File: src/rtl/ssr_pkg.sv
package ssr_pkg;

    localparam int NUM_SETS      = 2048;
    localparam int NUM_WAYS      = 16;
    localparam int PRED_ENTRIES  = 1024;
    localparam int RRPV_MAX      = 3;
    localparam int COUNTER_MAX   = 3;
    localparam int SIG_SHIFT     = 6;
    localparam int VALID_BITS    = 16;

    localparam int SET_IN_W      = 11;
    localparam int WAY_IN_W      = 5;
    localparam int ADDR_W        = 64;
    localparam int THR_W         = 2;
    localparam int VICTIM_W      = 4;

    localparam int SET_W         = $clog2(NUM_SETS);
    localparam int WAY_W         = $clog2(NUM_WAYS);
    localparam int SIG_W         = $clog2(PRED_ENTRIES);
    localparam int RRPV_W        = $clog2(RRPV_MAX + 1);
    localparam int CNT_W         = $clog2(COUNTER_MAX + 1);
    localparam int CMP_W         = THR_W + CNT_W;

    localparam int CLR_DEPTH     = (NUM_SETS > PRED_ENTRIES) ? NUM_SETS : PRED_ENTRIES;
    localparam int CLR_W         = $clog2(CLR_DEPTH);

    localparam int CMDQ_DEPTH    = 2;
    localparam int CMDQ_PTR_W    = $clog2(CMDQ_DEPTH);
    localparam int CMDQ_CNT_W    = $clog2(CMDQ_DEPTH + 1);
    localparam int RESQ_DEPTH    = 2;
    localparam int RESQ_PTR_W    = $clog2(RESQ_DEPTH);
    localparam int RESQ_CNT_W    = $clog2(RESQ_DEPTH + 1);

    localparam logic [THR_W-1:0] HOT_THRESHOLD_RESET = THR_W'(2);

    typedef enum logic [1:0] {
        KIND_QUERY,
        KIND_HIT,
        KIND_FILL
    } t_kind;

    typedef struct packed {
        t_kind                  kind;
        logic [SET_W-1:0]       set_idx;
        logic [WAY_W-1:0]       way;
        logic [SIG_W-1:0]       new_sig;
        logic [VALID_BITS-1:0]  valid;
    } t_cmd;

    typedef logic [NUM_WAYS-1:0][RRPV_W-1:0] t_rrpv_row;
    typedef logic [NUM_WAYS-1:0][SIG_W-1:0]  t_sig_row;

endpackage

File: src/rtl/ssr_front.sv
module ssr_front (
    input  logic                            i_clk,
    input  logic                            i_rst_n,
    input  logic                            i_push,
    output logic                            o_full,
    input  logic                            i_action,
    input  logic [ssr_pkg::SET_IN_W-1:0]    i_set_index,
    input  logic [ssr_pkg::WAY_IN_W-1:0]    i_way_index,
    input  logic                            i_is_hit,
    input  logic [ssr_pkg::ADDR_W-1:0]      i_program_counter,
    input  logic [ssr_pkg::ADDR_W-1:0]      i_phys_addr,
    input  logic [ssr_pkg::VALID_BITS-1:0]  i_valid_ways,
    input  logic                            i_clearing,
    output logic                            o_cmd_valid,
    output ssr_pkg::t_cmd                   o_cmd,
    input  logic                            i_cmd_pop
);

    ssr_pkg::t_cmd                      r_q [ssr_pkg::CMDQ_DEPTH];
    logic [ssr_pkg::CMDQ_PTR_W-1:0]     r_wr_ptr;
    logic [ssr_pkg::CMDQ_PTR_W-1:0]     r_rd_ptr;
    logic [ssr_pkg::CMDQ_CNT_W-1:0]     r_count;
    logic [ssr_pkg::CMDQ_CNT_W-1:0]     n_count;

    ssr_pkg::t_cmd  cmd;
    logic           bypass;
    logic           wr;
    logic           rd;

    // classify the incoming beat
    always_comb begin
        cmd         = '0;
        cmd.set_idx = i_set_index[ssr_pkg::SET_W-1:0];
        cmd.way     = i_way_index[ssr_pkg::WAY_W-1:0];
        cmd.new_sig = i_program_counter[ssr_pkg::SIG_W-1:0]
                    ^ i_phys_addr[ssr_pkg::SIG_SHIFT +: ssr_pkg::SIG_W];
        cmd.valid   = i_valid_ways;
        if (!i_action) begin
            cmd.kind = ssr_pkg::KIND_QUERY;
        end else if (i_is_hit) begin
            cmd.kind = ssr_pkg::KIND_HIT;
        end else begin
            cmd.kind = ssr_pkg::KIND_FILL;
        end
    end

    assign bypass      = i_action && (i_way_index >= ssr_pkg::WAY_IN_W'(ssr_pkg::NUM_WAYS));
    assign o_full      = i_clearing || (r_count == ssr_pkg::CMDQ_CNT_W'(ssr_pkg::CMDQ_DEPTH));
    assign wr          = i_push && !o_full && !bypass;
    assign rd          = i_cmd_pop && (r_count != '0);
    assign o_cmd_valid = (r_count != '0);
    assign o_cmd       = r_q[r_rd_ptr];

    always_comb begin
        n_count = r_count + ssr_pkg::CMDQ_CNT_W'(wr) - ssr_pkg::CMDQ_CNT_W'(rd);
    end

    always_ff @(posedge i_clk) begin
        if (!i_rst_n) begin
            r_wr_ptr <= '0;
            r_rd_ptr <= '0;
            r_count  <= '0;
        end else begin
            if (wr) begin
                r_wr_ptr <= r_wr_ptr + 1'b1;
            end
            if (rd) begin
                r_rd_ptr <= r_rd_ptr + 1'b1;
            end
            r_count <= n_count;
        end
    end

    always_ff @(posedge i_clk) begin
        if (wr) begin
            r_q[r_wr_ptr] <= cmd;
        end
    end

    a_no_pop_when_empty: assert property (@(posedge i_clk) disable iff (!i_rst_n)
        i_cmd_pop |-> (r_count != '0))
        else $error("command popped from empty queue");

    a_count_bound: assert property (@(posedge i_clk) disable iff (!i_rst_n)
        r_count <= ssr_pkg::CMDQ_CNT_W'(ssr_pkg::CMDQ_DEPTH))
        else $error("command queue overflow");

    a_stored_after_write: assert property (@(posedge i_clk) disable iff (!i_rst_n)
        wr |=> (r_count != '0))
        else $error("accepted beat not queued");

    a_closed_while_clearing: assert property (@(posedge i_clk) disable iff (!i_rst_n)
        i_clearing |-> (o_full && (r_count == '0)))
        else $error("beat taken during clearing pass");

endmodule

File: config.mk
export PLATFORM = sky130hd
export DESIGN_NAME = ssr_front
export DESIGN_NICKNAME = d
export VERILOG_FILES = /design/src/rtl/ssr_pkg.sv /design/src/rtl/ssr_front.sv
export SDC_FILE = /design/constraint.sdc
export NUM_CORES = 1
export LEC_CHECK = 0
export BUFFER_PORTS_ARGS = -buffer_cell sky130_fd_sc_hd__buf_2
export CAP_MARGIN = 30
export CORE_MARGIN = 4
export CORE_UTILIZATION = 39
export DETAILED_ROUTE_END_ITERATION = 10
export GPL_TIMING_DRIVEN = 0
export HOLD_SLACK_MARGIN = 0.06
export PLACE_DENSITY = 0.7
export SYNTH_ARGS = -nofsm -noshare
export SYNTH_HDL_FRONTEND = slang
export SYNTH_SLANG_ARGS = --single-unit
File: constraint.sdc
create_clock -name i_clk -period 4.75 [get_ports i_clk]
set_input_delay 0.475 -clock i_clk [delete_from_list [all_inputs] [get_ports i_clk]]
set_output_delay 0.475 -clock i_clk [all_outputs]
set_load 0.02 [all_outputs]
==> flow_metrics.tcl <==
set metrics [dict create \
    crit_arrival_ns 2.08 \
    clock-skew-final_ns 0.00791 \
    grt_first_pass_wirelength_mm 9.54 \
    vias_after_detailed_routing 1844 \
    reg2reg_setup_slack_ns 2.71 \
    holdCritPathClass "in2reg" \
    synth_top_cell_area_share 0.706 \
    post_route_cells_drive_above_1_share 0.578 \
    clock_sinks 91 \
    post_route_setup_tns_ns 0 \
    first_pass_iters 4 \
    place_area_sq_um 4370 \
    clk_pin_slew_worst_paths_ns 0.09 \
    detailed_place_hpwl_mm 4.44 \
    maximum_number_of_pins_on_one_net_before_global_route_repair 25 \
    cts_made_buffers 9 \
    vias_in_the_first_global_route 1940 \
    synth_enable_flop_cells 86 \
    synth-xor-area-share 0.0311 \
    weighted_congestion_at_the_end_of_routability_driven_global_placement 0.715 \
    timing.hold.worst.start "i_set_index[2]" \
    clock_buffer_depth 2 \
    area_added_between_synthesis_and_finish_pct 25.1 \
    grt_setup_unrepaired "no" \
    post-synth-top-count-cell "edfxtp_1" \
    synth_seq_area_share 0.733 \
    timing_hold_violations_final 0 \
    synthTopCellsByArea "edfxtp_1 71%, mux2_4 16%, dfxtp_1 2.7%" \
    max_freq_mhz 490 \
    avgSynthCellArea_sq_um 21.1 \
    synth_top_family_by_area "multiplexers" \
    tightestPinTransition_ns 0.644 \
    grtUsageTotal 0.113 \
    gr-total-overflow 0 \
    core_area_sq_um 9200 \
    initial_util 0.398 \
    start_kind "flop" \
    max-slew-margin-rel 0.570 \
    cp_data_required_time_ns 4.79 \
    post-route-period-util 0.430 \
    synth_largest_area_cell "edfxtp_1" \
    rr_worst_depth 4 \
    clockRootBuffer "clkbuf_8" \
    synthesis.area_sq_um 3660 \
    design.die.area_sq_um 11000 \
    n_antenna_cell 0 \
    finalCoreUtilization 0.498 \
    crit_path_end_kind "flop" \
    routed_wire_length_per_instance_um 15.3 \
    post-route-worst-setup-slack_ns 2.71 \
    synth_compound_area_frac 0.00205 \
    crit_path_max_incr_delay_ns 0.62 \
    die_y_um 105 \
    die_w_um 105 \
    drt_iter0_markers 68 \
    hold_buffers 0 \
    path_cells "nand2b_1 -> nand4b_1 -> nor2_4 -> buf_12" \
    detail-route-antenna-nets 0 \
    power_density_nw_per_um2 452 \
    cts_setup_buffers 0 \
    synth-simple-area-share 0.0233 \
    drt_drc_violations_left 0 \
    worst_path_max_delay_cell "nor2_4" \
    ys_async_sr_fraction 0 \
    rr_endpoint "r_q[0][5]" \
    timing.final.crit_period_ns 2.04 \
    nNetsFinal 458 \
    clock_tree_from_tritoncts "done" \
    placement.io_buffers 103 \
    h-tree-depth 3 \
    critical_path.reg2reg.startpoint "r_count[0]" \
    worst_case_hold_path_end_point "r_q[1][32]" \
    detailedPlace.worstSlack_ns 2.48 \
    via_per_instance_ratio 4.55 \
    timing.final.setup_violations 0 \
    io_pins 212 \
    postSynth.topFlopCell "edfxtp_1" \
    wl_mm 6.21 \
    synth-adder-area-share 0.00684 \
    path_max_fanout 24 \
    outcome "finished clean" \
    synthMuxAreaShare 0.176 \
    rows 35 \
    max_cap_violations 0 \
    yosys.cell_types.count 20 \
    antenna_found_initial 0 \
    postSynthCellCount 173 \
    drv_slew 0 \
    mappedNetlistNets 342 \
    fin_hold_ws_ns 0.313 \
    ir_drop_v 0.000177 \
    post_cts_resize_count 0 \
    ys_seq_elements 91 \
    worst_skew_pair.late_latency_ns 0.34 \
    crit_type "reg2reg" \
    hold-path-cell-count 1 \
    final_design_area_no_fill_sq_um 4580 \
    synth_top_cells_by_count "86 x edfxtp_1, 40 x mux2_4, 10 x xor2_1" \
    yosysWarnings 0 \
    total_leakage_power_nw 1.81 \
]
worst max-delay path: cells and delay by family, from the launching register on:
family	cells	cell delay (ns)
buf+inv	1	0.27
flops	1	0.38
simple gates	3	1.08
report_power, final:
part / switching (mW) / internal [mW] / total (mW) / leakage [nW]
Sequential: 0.0177 / 0.934 / 0.952 / 0.826
Clock: 0.248 / 0.295 / 0.543 / 0.103
Combinational: 0.289 / 0.286 / 0.575 / 0.879
Total: 0.554 / 1.52 / 2.07 / 1.81
worst max path at each step:
stage	startpoint	end	slack (ns)	cells past startpoint
final	r_count[0]	r_q[0][5]	2.71	4
after global routing	r_count[0]	r_q[0][15]	2.56	4
after CTS	r_count[0]	r_q[1][13]	2.64	4
after detailed placement	i_action	r_q[1][4]	2.48	5
after global placement	i_action	r_q[1][26]	0.44	4
after floorplan	i_clearing	r_q[0][0]	1.73	2
state kept, by name, summed over array words and instances, names as in the netlist, named ones only:
name and count:
r_count 2, r_wr_ptr 1, r_rd_ptr 1, r_q 86
cell type report:
cell class,instances,area (sq um)
plain buffers,5,91.3
clock buffers,11,131
clock inverters,5,77.6
fillers,803,4620
inverters,2,7.51
multi-input cells,75,891
flip-flops and latches,91,2680
well taps,111,139
repair buffers,105,556
layer usage:
layer  GRT usage  share of wire  up-vias
met5           0              0        -
met4      0.0506          0.016        0
met3      0.0401          0.094       10
met2       0.176           0.45       86
met1       0.143           0.45      862
li1            -              -      886
cell families after synthesis:
logic type	Yosys count
fa+ha+maj	2
simple gates	15
flops	91
buf+inv	7
compound gates	1
xor+xnor	13
mux	44
cell usage in the layout, fill, tap and decap left out:
cell type     n
inv_1         2
clkinv_2      2
nor2_4        2
mux2i_1       1
xor2_1       10
o21a_1        1
or2b_1        1
buf_12        6
nand4b_1      1
bufinv_16     2
ha_1          2
nor2b_1       3
xnor2_1       3
dfxtp_1       5
or2_2         1
mux2_2        3
nand2b_1      1
clkinvlp_4    1
nand2_1       3
mux2_4       40
clkbuf_8      9
buf_6         1
buf_2       103
clkbuf_1      2
and2_1        3
edfxtp_1     86
through the flow:
stage,power (mW),instances
after global routing,2.16,405
after CTS,2.10,405
after detailed placement,1.56,389
final,2.07,405
after floorplan,1.40,173
after global placement,1.54,387
Power figures use the tool's default switching activity.
